--- src/design/pl0rsm_pkg.sv ---
`timescale 1ns / 1ps
// ----------------------------------------------------------------------------
// pl0rsm_pkg
// Shared constants, opcodes and controller/datapath interface types.
// ----------------------------------------------------------------------------
package pl0rsm_pkg;

    localparam int CODE_DEPTH      = 512;
    localparam int CODE_AW         = $clog2(CODE_DEPTH);
    localparam int REG_COUNT       = 8;
    localparam int REG_AW          = $clog2(REG_COUNT);
    localparam int DEF_STACK_DEPTH = 32;
    localparam int WORD_W          = 32;
    localparam int ADDR_W          = 34;

    // Status codes
    localparam logic [1:0] ST_OK    = 2'd0;
    localparam logic [1:0] ST_OVF   = 2'd1;
    localparam logic [1:0] ST_DIVZ  = 2'd2;
    localparam logic [1:0] ST_RANGE = 2'd3;

    // Opcodes
    localparam logic [4:0] OP_LIT = 5'd1;
    localparam logic [4:0] OP_RTN = 5'd2;
    localparam logic [4:0] OP_LOD = 5'd3;
    localparam logic [4:0] OP_STO = 5'd4;
    localparam logic [4:0] OP_CAL = 5'd5;
    localparam logic [4:0] OP_INC = 5'd6;
    localparam logic [4:0] OP_JMP = 5'd7;
    localparam logic [4:0] OP_JPC = 5'd8;
    localparam logic [4:0] OP_WRT = 5'd9;
    localparam logic [4:0] OP_RED = 5'd10;
    localparam logic [4:0] OP_HLT = 5'd11;
    localparam logic [4:0] OP_NEG = 5'd12;
    localparam logic [4:0] OP_ADD = 5'd13;
    localparam logic [4:0] OP_SUB = 5'd14;
    localparam logic [4:0] OP_MUL = 5'd15;
    localparam logic [4:0] OP_DIV = 5'd16;
    localparam logic [4:0] OP_ODD = 5'd17;
    localparam logic [4:0] OP_MOD = 5'd18;
    localparam logic [4:0] OP_EQL = 5'd19;
    localparam logic [4:0] OP_NEQ = 5'd20;
    localparam logic [4:0] OP_LSS = 5'd21;
    localparam logic [4:0] OP_LEQ = 5'd22;
    localparam logic [4:0] OP_GTR = 5'd23;
    localparam logic [4:0] OP_GEQ = 5'd24;

    typedef enum logic [4:0] {
        ACT_CLEAR, ACT_IDLE, ACT_RD_A, ACT_RD_B, ACT_RD_R, ACT_CAP_R, ACT_EXEC,
        ACT_WALK_INIT, ACT_WALK_STEP, ACT_WALK_CAP, ACT_MEM, ACT_MEM_DONE,
        ACT_CAL_WR, ACT_RTN0, ACT_RTN1, ACT_RTN2, ACT_DIV_START, ACT_DIV_STEP,
        ACT_DIV_DONE, ACT_OUT
    } act_t;

    typedef struct packed {
        act_t act;
        logic load;
        logic out_load;
    } cmd_t;

    typedef struct packed {
        logic [4:0] op;
        logic       halt;
        logic       clear_done;
        logic       cal_ovf;
        logic       walk_idle;
        logic       walk_bad;
        logic       mem_ok;
        logic       div_zero;
        logic       div_last;
        logic       cal_last;
    } stat_t;

endpackage

--- src/design/pl0rsm_datapath.sv ---
`timescale 1ns / 1ps
// ----------------------------------------------------------------------------
// pl0rsm_datapath
// Register file, data stack, machine pointers, divider and result registers.
// ----------------------------------------------------------------------------
module pl0rsm_datapath
    import pl0rsm_pkg::*;
#(
    parameter int STACK_DEPTH = DEF_STACK_DEPTH
) (
    input  logic                      aclk,
    input  logic                      aresetn,
    input  cmd_t                      cmd,
    output stat_t                     st,
    input  logic [4:0]                in_opcode,
    input  logic [2:0]                in_reg_r,
    input  logic [2:0]                in_level_l,
    input  logic signed [15:0]        in_operand_m,
    input  logic signed [WORD_W-1:0]  in_console_in,
    output logic [CODE_AW-1:0]        o_next_pc,
    output logic                      o_halted,
    output logic [1:0]                o_status,
    output logic                      o_print_valid,
    output logic signed [WORD_W-1:0]  o_print_value,
    output logic                      o_input_taken
);

    localparam int SW = $clog2(STACK_DEPTH);
    localparam int PW = $clog2(STACK_DEPTH + 1) + 1;
    localparam logic [ADDR_W-1:0] DEPTH_A = ADDR_W'(STACK_DEPTH);

    function automatic logic in_stk(input logic [ADDR_W-1:0] x);
        return !x[ADDR_W-1] && (x < DEPTH_A);
    endfunction

    function automatic logic [ADDR_W-1:0] sx_p(input logic [PW-1:0] p);
        return {{(ADDR_W-PW){p[PW-1]}}, p};
    endfunction

    // Storage
    logic [WORD_W-1:0] rf_mem [REG_COUNT];
    logic [WORD_W-1:0] stk_mem [STACK_DEPTH];
    logic [WORD_W-1:0] rf_q, stk_q;

    // Instruction latches
    logic [4:0]        op_reg;
    logic [2:0]        r_reg, l_reg;
    logic [15:0]       m_reg;
    logic [WORD_W-1:0] con_reg;
    logic [WORD_W-1:0] a_reg, b_reg, rr_reg, nb_reg;

    // Machine state
    logic [CODE_AW-1:0] pc_reg, npc_reg, npc_next;
    logic [PW-1:0]      bp_reg, sp_reg, gp_reg, bp_next, sp_next, gp_next;
    logic               halt_reg, halt_next;
    logic [1:0]         stat_reg, stat_next;
    logic               pv_reg, pv_next, tk_reg, tk_next;
    logic [WORD_W-1:0]  pval_reg, pval_next;

    // Link walk and call sequencing
    logic [ADDR_W-1:0] wb_reg, wb_next;
    logic [2:0]        wcnt_reg, wcnt_next;
    logic              wok_reg, wok_next;
    logic [1:0]        ccnt_reg;
    logic [SW-1:0]     clr_reg;

    // Divider
    logic [WORD_W-1:0] dvs_reg, quo_reg, quo_next;
    logic [WORD_W:0]   rem_reg, rem_next, rem_sh;
    logic [4:0]        dcnt_reg;
    logic              qneg_reg, rneg_reg;

    // Memory port controls
    logic              rf_we, stk_we;
    logic [REG_AW-1:0] rf_wa, rf_ra;
    logic [WORD_W-1:0] rf_wd, stk_wd;
    logic [SW-1:0]     stk_wa, stk_ra;

    logic [ADDR_W-1:0] m34, sp34, gp34, bp34, walk_prev, mem_addr, inc_s, inc_g, cal_a;
    logic [ADDR_W-1:0] rtn_a0, rtn_a1;
    logic              ovf_cal, ovf_inc;
    logic [CODE_AW-1:0] target;
    logic [WORD_W-1:0]  prod;
    logic signed [WORD_W-1:0] sa, sb;

    assign m34       = {{(ADDR_W-16){m_reg[15]}}, m_reg};
    assign sp34      = sx_p(sp_reg);
    assign gp34      = sx_p(gp_reg);
    assign bp34      = sx_p(bp_reg);
    assign walk_prev = wb_reg - ADDR_W'(1);
    assign mem_addr  = (wb_reg == '0) ? m34 : wb_reg - m34;
    assign inc_s     = sp34 - m34;
    assign inc_g     = gp34 + m34;
    assign ovf_cal   = $signed(sp34 - ADDR_W'(4)) <= $signed(gp34);
    assign ovf_inc   = $signed(inc_s) <= $signed(gp34);
    assign cal_a     = sp34 - ADDR_W'(ccnt_reg) - ADDR_W'(1);
    assign rtn_a0    = bp34 - ADDR_W'(2);
    assign rtn_a1    = bp34 - ADDR_W'(3);
    assign target    = m_reg[CODE_AW-1:0];
    assign prod      = a_reg * b_reg;
    assign sa        = a_reg;
    assign sb        = b_reg;
    assign rem_sh    = {rem_reg[WORD_W-1:0], quo_reg[WORD_W-1]};

    // Status towards the controller
    always_comb begin
        st.op         = op_reg;
        st.halt       = halt_reg;
        st.clear_done = (clr_reg == SW'(STACK_DEPTH - 1));
        st.cal_ovf    = ovf_cal;
        st.walk_idle  = (wcnt_reg == 3'd0);
        st.walk_bad   = !in_stk(walk_prev);
        st.mem_ok     = wok_reg && in_stk(mem_addr);
        st.div_zero   = (b_reg == '0);
        st.div_last   = (dcnt_reg == 5'd0);
        st.cal_last   = (ccnt_reg == 2'd3);
    end

    // Work out this cycle's writes and next values
    always_comb begin
        rf_we = 1'b0; rf_wa = r_reg; rf_wd = '0; rf_ra = l_reg;
        stk_we = 1'b0; stk_wa = clr_reg; stk_wd = '0; stk_ra = '0;
        npc_next = npc_reg; bp_next = bp_reg; sp_next = sp_reg; gp_next = gp_reg;
        halt_next = halt_reg; stat_next = stat_reg;
        pv_next = pv_reg; pval_next = pval_reg; tk_next = tk_reg;
        wb_next = wb_reg; wcnt_next = wcnt_reg; wok_next = wok_reg;
        rem_next = rem_reg; quo_next = quo_reg;
        unique case (cmd.act)
            ACT_CLEAR: begin
                stk_we = 1'b1;
                rf_we  = ({1'b0, clr_reg} < (SW+1)'(REG_COUNT));
                rf_wa  = clr_reg[REG_AW-1:0];
            end
            ACT_IDLE: begin
                npc_next  = halt_reg ? pc_reg : pc_reg + CODE_AW'(1);
                stat_next = ST_OK;
                pv_next = 1'b0; pval_next = '0; tk_next = 1'b0;
            end
            ACT_RD_A: rf_ra = l_reg;
            ACT_RD_B: rf_ra = m_reg[REG_AW-1:0];
            ACT_RD_R: rf_ra = r_reg;
            ACT_CAP_R: ;
            ACT_EXEC: begin
                rf_we = 1'b1;
                case (op_reg)
                    OP_LIT: rf_wd = {{(WORD_W-16){m_reg[15]}}, m_reg};
                    OP_NEG: rf_wd = '0 - a_reg;
                    OP_ADD: rf_wd = a_reg + b_reg;
                    OP_SUB: rf_wd = a_reg - b_reg;
                    OP_MUL: rf_wd = prod;
                    OP_ODD: rf_wd = {{(WORD_W-1){1'b0}}, rr_reg[0]};
                    OP_EQL: rf_wd = WORD_W'(sa == sb);
                    OP_NEQ: rf_wd = WORD_W'(sa != sb);
                    OP_LSS: rf_wd = WORD_W'(sa < sb);
                    OP_LEQ: rf_wd = WORD_W'(sa <= sb);
                    OP_GTR: rf_wd = WORD_W'(sa > sb);
                    OP_GEQ: rf_wd = WORD_W'(sa >= sb);
                    OP_RED: begin
                        rf_wd = con_reg; tk_next = 1'b1;
                    end
                    default: rf_we = 1'b0;
                endcase
                case (op_reg)
                    OP_JMP: npc_next = target;
                    OP_JPC: if (rr_reg == '0) npc_next = target;
                    OP_WRT: begin
                        pv_next = 1'b1; pval_next = rr_reg;
                    end
                    OP_HLT: halt_next = 1'b1;
                    OP_CAL: if (ovf_cal) begin
                        halt_next = 1'b1; stat_next = ST_OVF;
                    end
                    OP_INC: begin
                        if (ovf_inc) begin
                            halt_next = 1'b1; stat_next = ST_OVF;
                        end else if (bp_reg == '0) begin
                            gp_next = ($signed(inc_g) < -34'sd1) ? '1 : inc_g[PW-1:0];
                        end else begin
                            sp_next = ($signed(inc_s) > $signed(DEPTH_A)) ?
                                      PW'(STACK_DEPTH) : inc_s[PW-1:0];
                        end
                    end
                    default: ;
                endcase
            end
            ACT_WALK_INIT: begin
                wb_next = bp34; wcnt_next = l_reg; wok_next = 1'b1;
            end
            ACT_WALK_STEP: begin
                stk_ra = walk_prev[SW-1:0];
                if (wcnt_reg != 3'd0 && !in_stk(walk_prev)) begin
                    wok_next = 1'b0; wb_next = '0; wcnt_next = 3'd0;
                end
            end
            ACT_WALK_CAP: begin
                wb_next   = {{(ADDR_W-WORD_W){stk_q[WORD_W-1]}}, stk_q};
                wcnt_next = wcnt_reg - 3'd1;
            end
            ACT_MEM: begin
                stk_ra = mem_addr[SW-1:0];
                if (!(wok_reg && in_stk(mem_addr))) begin
                    stat_next = ST_RANGE;
                    rf_we = (op_reg == OP_LOD);
                end else if (op_reg == OP_STO) begin
                    stk_we = 1'b1; stk_wa = mem_addr[SW-1:0]; stk_wd = rr_reg;
                end
            end
            ACT_MEM_DONE: begin
                rf_we = 1'b1; rf_wd = stk_q;
            end
            ACT_CAL_WR: begin
                stk_we = 1'b1; stk_wa = cal_a[SW-1:0];
                case (ccnt_reg)
                    2'd0: stk_wd = '0;
                    2'd1: stk_wd = wb_reg[WORD_W-1:0];
                    2'd2: stk_wd = {{(WORD_W-PW){bp_reg[PW-1]}}, bp_reg};
                    default: stk_wd = WORD_W'(npc_reg);
                endcase
                if (ccnt_reg == 2'd3) begin
                    bp_next  = sp_reg - PW'(1);
                    npc_next = target;
                    if (!wok_reg) stat_next = ST_RANGE;
                end
            end
            ACT_RTN0: begin
                stk_ra = rtn_a0[SW-1:0];
                if (!in_stk(rtn_a0)) stat_next = ST_RANGE;
            end
            ACT_RTN1: begin
                stk_ra = rtn_a1[SW-1:0];
                if (!in_stk(rtn_a1)) stat_next = ST_RANGE;
            end
            ACT_RTN2: begin
                npc_next = in_stk(rtn_a1) ? stk_q[CODE_AW-1:0] : '0;
                sp_next  = bp_reg + PW'(1);
                if (!nb_reg[WORD_W-1] && nb_reg < WORD_W'(STACK_DEPTH)) begin
                    bp_next = PW'(nb_reg[SW-1:0]);
                end else begin
                    bp_next = '0; stat_next = ST_RANGE;
                end
            end
            ACT_DIV_START: begin
                if (b_reg == '0) begin
                    rf_we = 1'b1; stat_next = ST_DIVZ;
                end
                rem_next = '0;
                quo_next = a_reg[WORD_W-1] ? '0 - a_reg : a_reg;
            end
            ACT_DIV_STEP: begin
                if (rem_sh >= {1'b0, dvs_reg}) begin
                    rem_next = rem_sh - {1'b0, dvs_reg};
                    quo_next = {quo_reg[WORD_W-2:0], 1'b1};
                end else begin
                    rem_next = rem_sh;
                    quo_next = {quo_reg[WORD_W-2:0], 1'b0};
                end
            end
            ACT_DIV_DONE: begin
                rf_we = 1'b1;
                if (op_reg == OP_DIV) rf_wd = qneg_reg ? '0 - quo_reg : quo_reg;
                else rf_wd = rneg_reg ? '0 - rem_reg[WORD_W-1:0] : rem_reg[WORD_W-1:0];
            end
            ACT_OUT: ;
            default: ;
        endcase
    end

    // Memories: one write and one registered read each
    always_ff @(posedge aclk) begin
        if (rf_we) rf_mem[rf_wa] <= rf_wd;
        rf_q <= rf_mem[rf_ra];
        if (stk_we) stk_mem[stk_wa] <= stk_wd;
        stk_q <= stk_mem[stk_ra];
    end

    // Payload registers
    always_ff @(posedge aclk) begin
        if (cmd.load) begin
            op_reg <= in_opcode; r_reg <= in_reg_r; l_reg <= in_level_l;
            m_reg <= in_operand_m; con_reg <= in_console_in;
        end
        if (cmd.act == ACT_RD_B) a_reg <= rf_q;
        if (cmd.act == ACT_RD_R) b_reg <= rf_q;
        if (cmd.act == ACT_CAP_R) rr_reg <= rf_q;
        if (cmd.act == ACT_RTN1) nb_reg <= in_stk(rtn_a0) ? stk_q : '0;
        if (cmd.act == ACT_DIV_START) begin
            dvs_reg  <= b_reg[WORD_W-1] ? '0 - b_reg : b_reg;
            qneg_reg <= a_reg[WORD_W-1] ^ b_reg[WORD_W-1];
            rneg_reg <= a_reg[WORD_W-1];
        end
        dcnt_reg <= (cmd.act == ACT_DIV_STEP) ? dcnt_reg - 5'd1 : 5'd31;
        ccnt_reg <= (cmd.act == ACT_CAL_WR) ? ccnt_reg + 2'd1 : 2'd0;
        npc_reg <= npc_next; stat_reg <= stat_next;
        pv_reg <= pv_next; pval_reg <= pval_next; tk_reg <= tk_next;
        wb_reg <= wb_next; wcnt_reg <= wcnt_next; wok_reg <= wok_next;
        rem_reg <= rem_next; quo_reg <= quo_next;
        if (cmd.out_load) begin
            o_next_pc <= npc_reg; o_halted <= halt_reg; o_status <= stat_reg;
            o_print_valid <= pv_reg; o_print_value <= pval_reg;
            o_input_taken <= tk_reg;
        end
    end

    // Machine pointers and clear counter
    always_ff @(posedge aclk) begin
        if (!aresetn) begin
            pc_reg <= '0; bp_reg <= '0; sp_reg <= PW'(STACK_DEPTH);
            gp_reg <= '1; halt_reg <= 1'b0; clr_reg <= '0;
        end else begin
            bp_reg <= bp_next; sp_reg <= sp_next; gp_reg <= gp_next;
            halt_reg <= halt_next;
            if (cmd.out_load) pc_reg <= npc_reg;
            if (cmd.act == ACT_CLEAR) clr_reg <= clr_reg + SW'(1);
        end
    end

endmodule

--- src/design/pl0rsm_control.sv ---
`timescale 1ns / 1ps
// ----------------------------------------------------------------------------
// pl0rsm_control
// Instruction sequencer: clear pass, operand fetch, link walk, divide, result.
// ----------------------------------------------------------------------------
module pl0rsm_control
    import pl0rsm_pkg::*;
(
    input  logic  aclk,
    input  logic  aresetn,
    input  logic  s_valid,
    output logic  s_ready,
    output logic  m_valid,
    input  logic  m_ready,
    input  stat_t st,
    output cmd_t  cmd
);

    typedef enum logic [4:0] {
        S_CLEAR, S_IDLE, S_RD_A, S_RD_B, S_RD_R, S_CAP_R, S_EXEC, S_WALK_INIT,
        S_WALK_STEP, S_WALK_CAP, S_MEM, S_MEM_DONE, S_CAL_WR, S_RTN0, S_RTN1,
        S_RTN2, S_DIV_START, S_DIV_STEP, S_DIV_DONE, S_OUT
    } state_t;

    state_t state_reg, state_next;
    logic   m_valid_reg, slot_free;

    assign slot_free = !m_valid_reg || m_ready;
    assign s_ready   = (state_reg == S_IDLE);
    assign m_valid   = m_valid_reg;

    // Map state to datapath command
    always_comb begin
        unique case (state_reg)
            S_CLEAR:     cmd.act = ACT_CLEAR;
            S_IDLE:      cmd.act = ACT_IDLE;
            S_RD_A:      cmd.act = ACT_RD_A;
            S_RD_B:      cmd.act = ACT_RD_B;
            S_RD_R:      cmd.act = ACT_RD_R;
            S_CAP_R:     cmd.act = ACT_CAP_R;
            S_EXEC:      cmd.act = ACT_EXEC;
            S_WALK_INIT: cmd.act = ACT_WALK_INIT;
            S_WALK_STEP: cmd.act = ACT_WALK_STEP;
            S_WALK_CAP:  cmd.act = ACT_WALK_CAP;
            S_MEM:       cmd.act = ACT_MEM;
            S_MEM_DONE:  cmd.act = ACT_MEM_DONE;
            S_CAL_WR:    cmd.act = ACT_CAL_WR;
            S_RTN0:      cmd.act = ACT_RTN0;
            S_RTN1:      cmd.act = ACT_RTN1;
            S_RTN2:      cmd.act = ACT_RTN2;
            S_DIV_START: cmd.act = ACT_DIV_START;
            S_DIV_STEP:  cmd.act = ACT_DIV_STEP;
            S_DIV_DONE:  cmd.act = ACT_DIV_DONE;
            default:     cmd.act = ACT_OUT;
        endcase
        cmd.load     = (state_reg == S_IDLE) && s_valid;
        cmd.out_load = (state_reg == S_OUT) && slot_free;
    end

    // Next state
    always_comb begin
        state_next = state_reg;
        unique case (state_reg)
            S_CLEAR:     if (st.clear_done) state_next = S_IDLE;
            S_IDLE:      if (s_valid) state_next = st.halt ? S_OUT : S_RD_A;
            S_RD_A:      state_next = S_RD_B;
            S_RD_B:      state_next = S_RD_R;
            S_RD_R:      state_next = S_CAP_R;
            S_CAP_R:     state_next = S_EXEC;
            S_EXEC: begin
                case (st.op)
                    OP_LOD, OP_STO:   state_next = S_WALK_INIT;
                    OP_CAL:           state_next = st.cal_ovf ? S_OUT : S_WALK_INIT;
                    OP_RTN:           state_next = S_RTN0;
                    OP_DIV, OP_MOD:   state_next = S_DIV_START;
                    default:          state_next = S_OUT;
                endcase
            end
            S_WALK_INIT: state_next = S_WALK_STEP;
            S_WALK_STEP: begin
                if (st.walk_idle) state_next = (st.op == OP_CAL) ? S_CAL_WR : S_MEM;
                else if (!st.walk_bad) state_next = S_WALK_CAP;
            end
            S_WALK_CAP:  state_next = S_WALK_STEP;
            S_MEM:       state_next = (st.op == OP_LOD && st.mem_ok) ? S_MEM_DONE : S_OUT;
            S_MEM_DONE:  state_next = S_OUT;
            S_CAL_WR:    if (st.cal_last) state_next = S_OUT;
            S_RTN0:      state_next = S_RTN1;
            S_RTN1:      state_next = S_RTN2;
            S_RTN2:      state_next = S_OUT;
            S_DIV_START: state_next = st.div_zero ? S_OUT : S_DIV_STEP;
            S_DIV_STEP:  if (st.div_last) state_next = S_DIV_DONE;
            S_DIV_DONE:  state_next = S_OUT;
            default:     if (slot_free) state_next = S_IDLE;
        endcase
    end

    // Hold state and result valid
    always_ff @(posedge aclk) begin
        if (!aresetn) begin
            state_reg   <= S_CLEAR;
            m_valid_reg <= 1'b0;
        end else begin
            state_reg <= state_next;
            if (cmd.out_load) m_valid_reg <= 1'b1;
            else if (m_ready) m_valid_reg <= 1'b0;
        end
    end

    a_one_at_a_time: assert property (@(posedge aclk) disable iff (!aresetn)
        s_valid && s_ready |=> !s_ready) else $error("second transfer during work");
    a_no_overwrite: assert property (@(posedge aclk) disable iff (!aresetn)
        cmd.out_load |-> (!m_valid_reg || m_ready)) else $error("result overwritten");
    a_clear_blocks: assert property (@(posedge aclk) disable iff (!aresetn)
        state_reg == S_CLEAR |-> !s_ready && !m_valid_reg) else $error("busy in clear");

endmodule

--- src/design/pl0_register_stack_machine_unit.sv ---
`timescale 1ns / 1ps
// ----------------------------------------------------------------------------
// pl0_register_stack_machine_unit
// PL/0 register machine executing one instruction per input transfer.
// ----------------------------------------------------------------------------
// Usage: feed the instruction found at m_next_pc on the s_ channel
// (s_opcode, s_reg_r, s_level_l, s_operand_m, s_console_in); each accepted
// instruction gives exactly one result transfer on the m_ channel with the
// next PC, halt flag, status and any console print or read.
// Sequence: plain operations read their operands and execute; divide or
// modulo by zero stops at the divider start; return reads the saved base
// and return address; store, load and call first walk the static links,
// one step per level and one more when the walk leaves the stack (a load
// that misses the stack then skips its read-back), and call then writes
// its frame. Divide and modulo run a 32-step restoring divider, which sets
// the worst case. A halted machine answers straight from idle. One instruction
// is in flight at a time; the next is accepted once the previous result has
// been registered. Reset: after aresetn is released the block sweeps the
// data stack and the register file, one word a cycle, before s_ready rises.
// A stalled receiver holds the result register, and the block then waits
// with the next instruction's result until the register is free.
// ----------------------------------------------------------------------------
module pl0_register_stack_machine_unit
    import pl0rsm_pkg::*;
#(
    parameter int STACK_DEPTH = DEF_STACK_DEPTH
) (
    input  logic                      aclk,
    input  logic                      aresetn,
    input  logic                      s_valid,
    output logic                      s_ready,
    input  logic [4:0]                s_opcode,
    input  logic [2:0]                s_reg_r,
    input  logic [2:0]                s_level_l,
    input  logic signed [15:0]        s_operand_m,
    input  logic signed [WORD_W-1:0]  s_console_in,
    output logic                      m_valid,
    input  logic                      m_ready,
    output logic [CODE_AW-1:0]        m_next_pc,
    output logic                      m_halted,
    output logic [1:0]                m_status,
    output logic                      m_print_valid,
    output logic signed [WORD_W-1:0]  m_print_value,
    output logic                      m_input_taken
);

    cmd_t  cmd;
    stat_t st;

    pl0rsm_control u_control (
        .aclk    (aclk),
        .aresetn (aresetn),
        .s_valid (s_valid),
        .s_ready (s_ready),
        .m_valid (m_valid),
        .m_ready (m_ready),
        .st      (st),
        .cmd     (cmd)
    );

    pl0rsm_datapath #(
        .STACK_DEPTH (STACK_DEPTH)
    ) u_datapath (
        .aclk          (aclk),
        .aresetn       (aresetn),
        .cmd           (cmd),
        .st            (st),
        .in_opcode     (s_opcode),
        .in_reg_r      (s_reg_r),
        .in_level_l    (s_level_l),
        .in_operand_m  (s_operand_m),
        .in_console_in (s_console_in),
        .o_next_pc     (m_next_pc),
        .o_halted      (m_halted),
        .o_status      (m_status),
        .o_print_valid (m_print_valid),
        .o_print_value (m_print_value),
        .o_input_taken (m_input_taken)
    );

endmodule
--- config.mk ---
export PLATFORM = sky130hd
export DESIGN_NAME = pl0_register_stack_machine_unit
export DESIGN_NICKNAME = d
export VERILOG_FILES = /design/src/design/pl0rsm_pkg.sv /design/src/design/pl0rsm_datapath.sv /design/src/design/pl0rsm_control.sv /design/src/design/pl0_register_stack_machine_unit.sv
export SDC_FILE = /design/constraint.sdc
export NUM_CORES = 2
export LEC_CHECK = 0
export BUFFER_PORTS_ARGS = -buffer_cell sky130_fd_sc_hd__buf_2
export CORE_ASPECT_RATIO = 1.1
export CORE_MARGIN = 4
export CORE_UTILIZATION = 35
export DETAILED_ROUTE_END_ITERATION = 7
export PLACE_DENSITY_LB_ADDON = 0.25
export SLEW_MARGIN = 20
export SYNTH_ARGS = -nofsm -noshare
export SYNTH_HDL_FRONTEND = slang
export SYNTH_SLANG_ARGS = --single-unit
--- constraint.sdc ---
create_clock -name aclk -period 7.82 [get_ports aclk]
set_input_delay 1.564 -clock aclk [delete_from_list [all_inputs] [get_ports aclk]]
set_output_delay 1.564 -clock aclk [all_outputs]
set_load 0.1 [all_outputs]
; Yosys cells after proc, flatten, opt, wreduce, memory -nomap -nowiden
; Memory sizes are Yosys's and may differ from the RTL's. A register that Yosys moved wholly into a read port is not among the register bits.
; Cells that the tools add are included.
[classes]
add_sub_neg = 23
n_mul = 1
n_lt_le_gt_ge = 15
n_eq_ne = 91
mux = 92
bitwise = 2
n_reduce_logical = 57
[ops]
columns = op, n
row1 = 32-bit one-hot mux with 13 select lines, 1
row2 = 32-bit two-way mux, 8
row3 = 32-bit one-hot mux with 2 select lines, 4
row4 = 32-bit one-hot mux with 3 select lines, 2
row5 = 34-bit by 6-bit less-than comparator with 1-bit output (second input constant), 4
row6 = 1-bit by 32-bit subtractor with 32-bit output (first input constant), 4
row7 = 5-bit by 4-bit == test with 1-bit output (second input constant), 24
row8 = 34-bit one-hot mux with 3 select lines, 1
row9 = 5-bit == test (second input constant), 17
row10 = 5-bit one-hot mux with 16 select lines, 1
row11 = 5-bit two-way mux, 15
row12 = 34-bit two-way mux, 2
row13 = 32-bit zero test, 2
row14 = 32-bit subtractor, 2
row15 = 5-bit by 3-bit == test with 1-bit output (second input constant), 12
row16 = 7-bit two-way mux, 6
row17 = 5-bit one-hot mux with 4 select lines, 2
row18 = 9-bit two-way mux, 4
row19 = 9-bit one-hot mux with 4 select lines, 1
row20 = 34-bit zero test, 1
row21 = 34-bit by 1-bit less-than comparator with 1-bit output (second input constant), 1
row22 = 34-bit by 1-bit subtractor with 34-bit output (second input constant), 1
row23 = 34-bit subtractor, 1
row24 = 33-bit by 32-bit >= comparator with 1-bit output, 1
row25 = 68 further kinds, 164
[word_totals]
reg_bits = 463
ram_bits = 1280
rom_bits = 160
wordCells = 323
memories = 3
[mem_list]
columns = name, words, word_bits, read_ports, rd_ports_with_merged_regs, write_ports, line
row1 = u_datapath.stk_mem, 32, 32, 1, 1, 1, pl0rsm_datapath.sv:42  ; logic [WORD_W-1:0] stk_mem [STACK_DEPTH];
row2 = u_datapath.rf_mem, 8, 32, 1, 1, 1, pl0rsm_datapath.sv:41  ; logic [WORD_W-1:0] rf_mem [REG_COUNT];
row3 = (name not given), 32, 5, 1, 1, 0, pl0rsm_control.sv:34  ; unique case (state_reg)

; Longest topological paths before layout
[depth]
depth_word = 10
ltp_mapped = 30
ltp_nobuf = 28

; Hierarchy
; A second synthesis with hierarchy kept.
[unflattened]
hier_cells = 8950
area_unflattened_um2 = 100004.7
[modules_own_cells]
columns = mod, instances, cells_per_inst, area_each_um2, seq_area_each_um2
row1 = pl0rsm_datapath, 1, 8822, 99075.0, 52950.8
row2 = pl0rsm_control, 1, 128, 929.6, 220.2

; Worst setup path after synthesis
; OpenSTA, ideal clock, no wires.
[synth_timing]
path_type = register -> register
start = reg u_datapath.a_reg[5]
end = mem u_datapath.rf_mem[0][30], data pin
setup_ns = 0.265
arrival_time_ns = 7.882
t_required_ns = 7.555
setup_slack_ns = -0.327
path_stages_with_launch = 29
path_buffers = 2
cell_sequence = edfxtp_1 > clkbuf_1 > clkbuf_1 > and2_1 > fa_1 > inv_1 > fa_1 > fa_1 > inv_1 > fa_1 > ha_1 > ha_1 > inv_1 > fa_1 > fa_1 > inv_1 > ha_1 > or3_1 > o21ai_0 > o211ai_1 > o31ai_1 > nand2_1 > a311o_1 > a21o_1 > a211o_1 > a41o_1 > nor4_1 > nor3_1 > o21ai_0
[synth_via]
elab_chain_len = 3
[synth_lines]
columns = item, line
row1 = start: declaration, pl0rsm_datapath.sv:50  ; logic [WORD_W-1:0] a_reg, b_reg, rr_reg, nb_reg;
row2 = start signal: assignment, pl0rsm_datapath.sv:282  ; if (cmd.act == ACT_RD_B) a_reg <= rf_q;
row3 = "32-bit by 32-bit multiplier with 32-bit output, or another cell as far along", pl0rsm_datapath.sv:100  ; assign prod = a_reg * b_reg;
row4 = 32-bit one-hot mux with 13 select lines *, pl0rsm_datapath.sv:145  ; case (op_reg)
row5 = 32-bit one-hot mux with 3 select lines *, pl0rsm_datapath.sv:128  ; unique case (cmd.act)
row6 = net u_datapath.rf_wd[30], pl0rsm_datapath.sv:76  ; logic [WORD_W-1:0] rf_wd, stk_wd;
row7 = end: declaration, pl0rsm_datapath.sv:41
; Mark *: on every way through the listed nets, which the timed path passes. The rest lies on a longest branch.

; Final worst setup path
[layout_timing]
start = reg u_datapath.b_reg[2]
end = mem u_datapath.rf_mem[7][28], data pin
[layout_via]
elab_chain_len = 3
[layout_lines]
columns = item, line
row1 = start: declaration, pl0rsm_datapath.sv:50
row2 = start signal: assignment, pl0rsm_datapath.sv:283  ; if (cmd.act == ACT_RD_R) b_reg <= rf_q;
row3 = "32-bit by 32-bit multiplier with 32-bit output, or another cell as far along", pl0rsm_datapath.sv:100
row4 = 32-bit one-hot mux with 13 select lines *, pl0rsm_datapath.sv:145
row5 = 32-bit one-hot mux with 3 select lines *, pl0rsm_datapath.sv:128
row6 = net u_datapath.rf_wd[28], pl0rsm_datapath.sv:76
; Marked as above.

==> out/results.ini <==
[detailed_routing]
drt_iter0_drc=7089
firstDrtPassIters=6
wirelength_mm=348.9
wl_per_cell_um=26.69
antenna_left=0
drc=0
vias_per_cell=5.572
num_vias=72840

[synth]
synth.distinct_cells=95
synthTopCellsByArea=edfxtp_1 51%, fa_1 8.3%, nand2_1 5.0%, ha_1 4.1%, and2_1 3.6%
synth_async_sr_flop_share_pct=0
ys_seq_area_share_pct=53.10
synth_nets=9739
synth_top_flop_cell=edfxtp_1
synth-seq-cells=1810
synth_cells=8930
syn-cell-area_um2=100100
yosysWarningCount=0
post-synth-top-area-cell=edfxtp_1
synth_edf_count=1692
synth_top_area_share_pct=50.74
avgSynthCellArea_um2=11.21

[finish]
finalInstanceArea_um2=115300
multi_input_area_um2=43800
nets=9979
fillCellCount=27020
syn_to_final_growth_pct=15.18
reg_top3=u_datapath.stk_mem: 1024 flops, u_datapath.rf_mem: 256 flops
largest_register_ffs=1024
layout_commonest_cell=edfxtp_1
instances_no_fill=13070
final_cell_mix=1692 x edfxtp_1, 1332 x nand2_1, 604 x inv_1
regMostFlops=u_datapath.stk_mem
drive_gt1_share_pct=11.98
seqCellArea_um2=53170

[global_routing]
grt_usage_pct=22.89
grt_pass1_vias=70530
grt_pass1_wl_mm=501.1
antenna_found_initial=25
grt_start_max_net_pins=150
overflow=0

[critical_path]
reg2reg_depth=23
r2r-start=u_datapath.b_reg[2]$_DFFE_PN_
critPathLaunchType=flop
cp-end-kind=flop
path_buf_inv=5
crit_family=adder cells
worst-path-max-fanout=12
max_stage_delay_ns=0.57
crit_type=flop to flop
crit_top_cell=fa_1
cp_slowest_cell=fa_1
timing.rr.end=u_datapath.rf_mem[7][28]$_DFFE_PP_
cp_data_arrival_time_ns=8.37
rrSetupSlack_ns=-0.04
cp.required_ns=8.33
crit_chain=buf_6 > buf_8 > and2_1 > fa_1 > inv_1 > fa_1 > fa_1 > fa_1 > inv_1 > fa_1 > fa_1 > fa_1 > fa_1 > ha_1 > and3_1 > buf_4 > a311o_1 > a21o_1 > a211o_4 > a31o_4 > xor2_2 > a211oi_2 > o21ai_4

[timing]
fin_ws_ns=-0.03565
tightest_slew_ns=1.199
rsz0062_at_grt=true
fin_setup_tns_ns=-0.2130
final-setup-viol-count=6
max-slew-margin-rel_pct=19.88
finalCriticalPeriod_ns=7.856
skew_ns=0.1256
finalHoldViolCount=0
fmax_mhz=127.3
finalCritPeriodShare_pct=100.5
slew_viol_final=0

[hold_path]
min_from=u_datapath.dcnt_reg[0]$_SDFF_PN1_
hold_class=flop to flop
hold_end=u_datapath.dcnt_reg[0]$_SDFF_PN1_
holdPathStages=1

[place]
routabilityCongestion=0.9369
io_buffers=110
dpl.hpwl_mm=236.9
dpl-instance-area_um2=108000
post-place-ws_ns=-0.6721
dpl.cell_count=12670

[cts]
cts_buffers=202
cts_hold_buf=0
cts.sinks=1810
cts_root_buffer=clkbuf_16
cts.clk_slew.worst_paths_ns=0.07
htree_levels=4
cts_tree=yes
clockBufferDepth=4
clock_latency_ns=0.93

[run_status]
violations=negative setup slack
status=complete, but fails checks

[floorplanning]
core-area_um2=284200
rows=205
die_w_um=518.0
die-height_um=569.0
ios=111
dieArea_um2=294700
start_util_pct=35.23

[job]
maxCapViolations=0

==> routing by layer <==
layer / track usage [%] / part of all wire (%) / up-vias
met2: 37.51 / 47 / 2642
met3: 2.812 / 6.1 / 612
li1: - / - / 32430
met1: 31.00 / 42 / 37150
met5: 0 / 0.013 / -
met4: 8.968 / 4.6 / 6
==> cell families after synthesis <==
logic type | after synthesis | synth area share [%]
muxes | 40 | 0.4061
buffers and inverters | 1161 | 4.376
adders and majority gates | 746 | 12.43
AOI/OAI and AO/OA | 1858 | 12.63
xor gates and xnor gates | 328 | 2.869
DFF | 1810 | 53.10
and+or+nand+nor | 2987 | 14.19
==> repair_timing <==
| action | CTS | global route |
|---|---|---|
| resized for setup | 48 | 71 |
| endpoints found under the hold margin | 0 | 0 |
| setup buffers | 15 | 15 |
| endpoints found under the setup margin | 79 | 96 |
| pin swaps | 54 | 67 |
==> per-stage QoR <==
stage	hold slack, ns	utilization (%)
after detailed placement	0.3997	37.99
final	0.4084	40.58
after floorplan	0.3711	-
after global routing	0.4335	40.58
after global placement	0.3814	37.98
after CTS	0.4132	40.38
==> synth_stat cells, drive strengths merged (11+ instances only) <==
library cell  count
edfxtp         1692
nand3           237
nor2            365
o211ai           22
o41ai            19
nand3b           11
nor3b            14
a311oi          130
or3              43
fa              415
inv             613
ha              331
a31oi           162
and3             52
a41oi            12
nand2b           48
a21o            113
xnor2           199
a21boi           12
a21oi           363
nor2b            45
nor4             44
dfxtp           118
a211oi          391
a221o            39
or2              17
mux2i            35
xor2            129
o21a             32
nand4            33
buf              44
a22oi            26
o22ai            21
o31ai            43
a221oi           31
o221ai           18
o21ai           297
and2            588
clkbuf          502
nand2          1338
o21bai           32
or4              30
nor3             97
==> worst max-delay path by stage <==
| stage | from | end | slack (ns) | depth (start not counted) |
|---|---|---|---|---|
| 5_1_grt | u_datapath.b_reg[2]$_DFFE_PN_ | u_datapath.rf_mem[4][28]$_DFFE_PP_ | -0.27 | 28 |
| 4_1_cts | u_datapath.b_reg[3]$_DFFE_PN_ | u_datapath.rf_mem[2][30]$_DFFE_PP_ | 0.005 | 28 |
| 2_1_floorplan | u_datapath.b_reg[4]$_DFFE_PN_ | u_datapath.rf_mem[0][28]$_DFFE_PP_ | 0.04 | 28 |
| 3_3_place_gp | u_datapath.b_reg[3]$_DFFE_PN_ | u_datapath.rf_mem[5][31]$_DFFE_PP_ | -0.60 | 29 |
| 6_report | u_datapath.b_reg[2]$_DFFE_PN_ | u_datapath.rf_mem[7][28]$_DFFE_PP_ | -0.04 | 23 |
| 3_5_place_dp | u_datapath.b_reg[3]$_DFFE_PN_ | u_datapath.rf_mem[1][31]$_DFFE_PP_ | -0.67 | 29 |
==> cell type report <==
| type | count | share of cell area (%) |
|---|---|---|
| sequential | 1810 | 46.10 |
| antenna | 14 | 0.03038 |
| timing repair buffer | 582 | 4.253 |
| clock buffer | 265 | 4.710 |
| inverter | 615 | 2.002 |
| tap | 3726 | 4.042 |
| multi-input combinational | 5959 | 37.97 |
| clock inverter | 101 | 0.8896 |
Power is left out: the tool's default activity adds up to more than one toggle a clock period on the data nets, which glitch-free logic cannot reach.
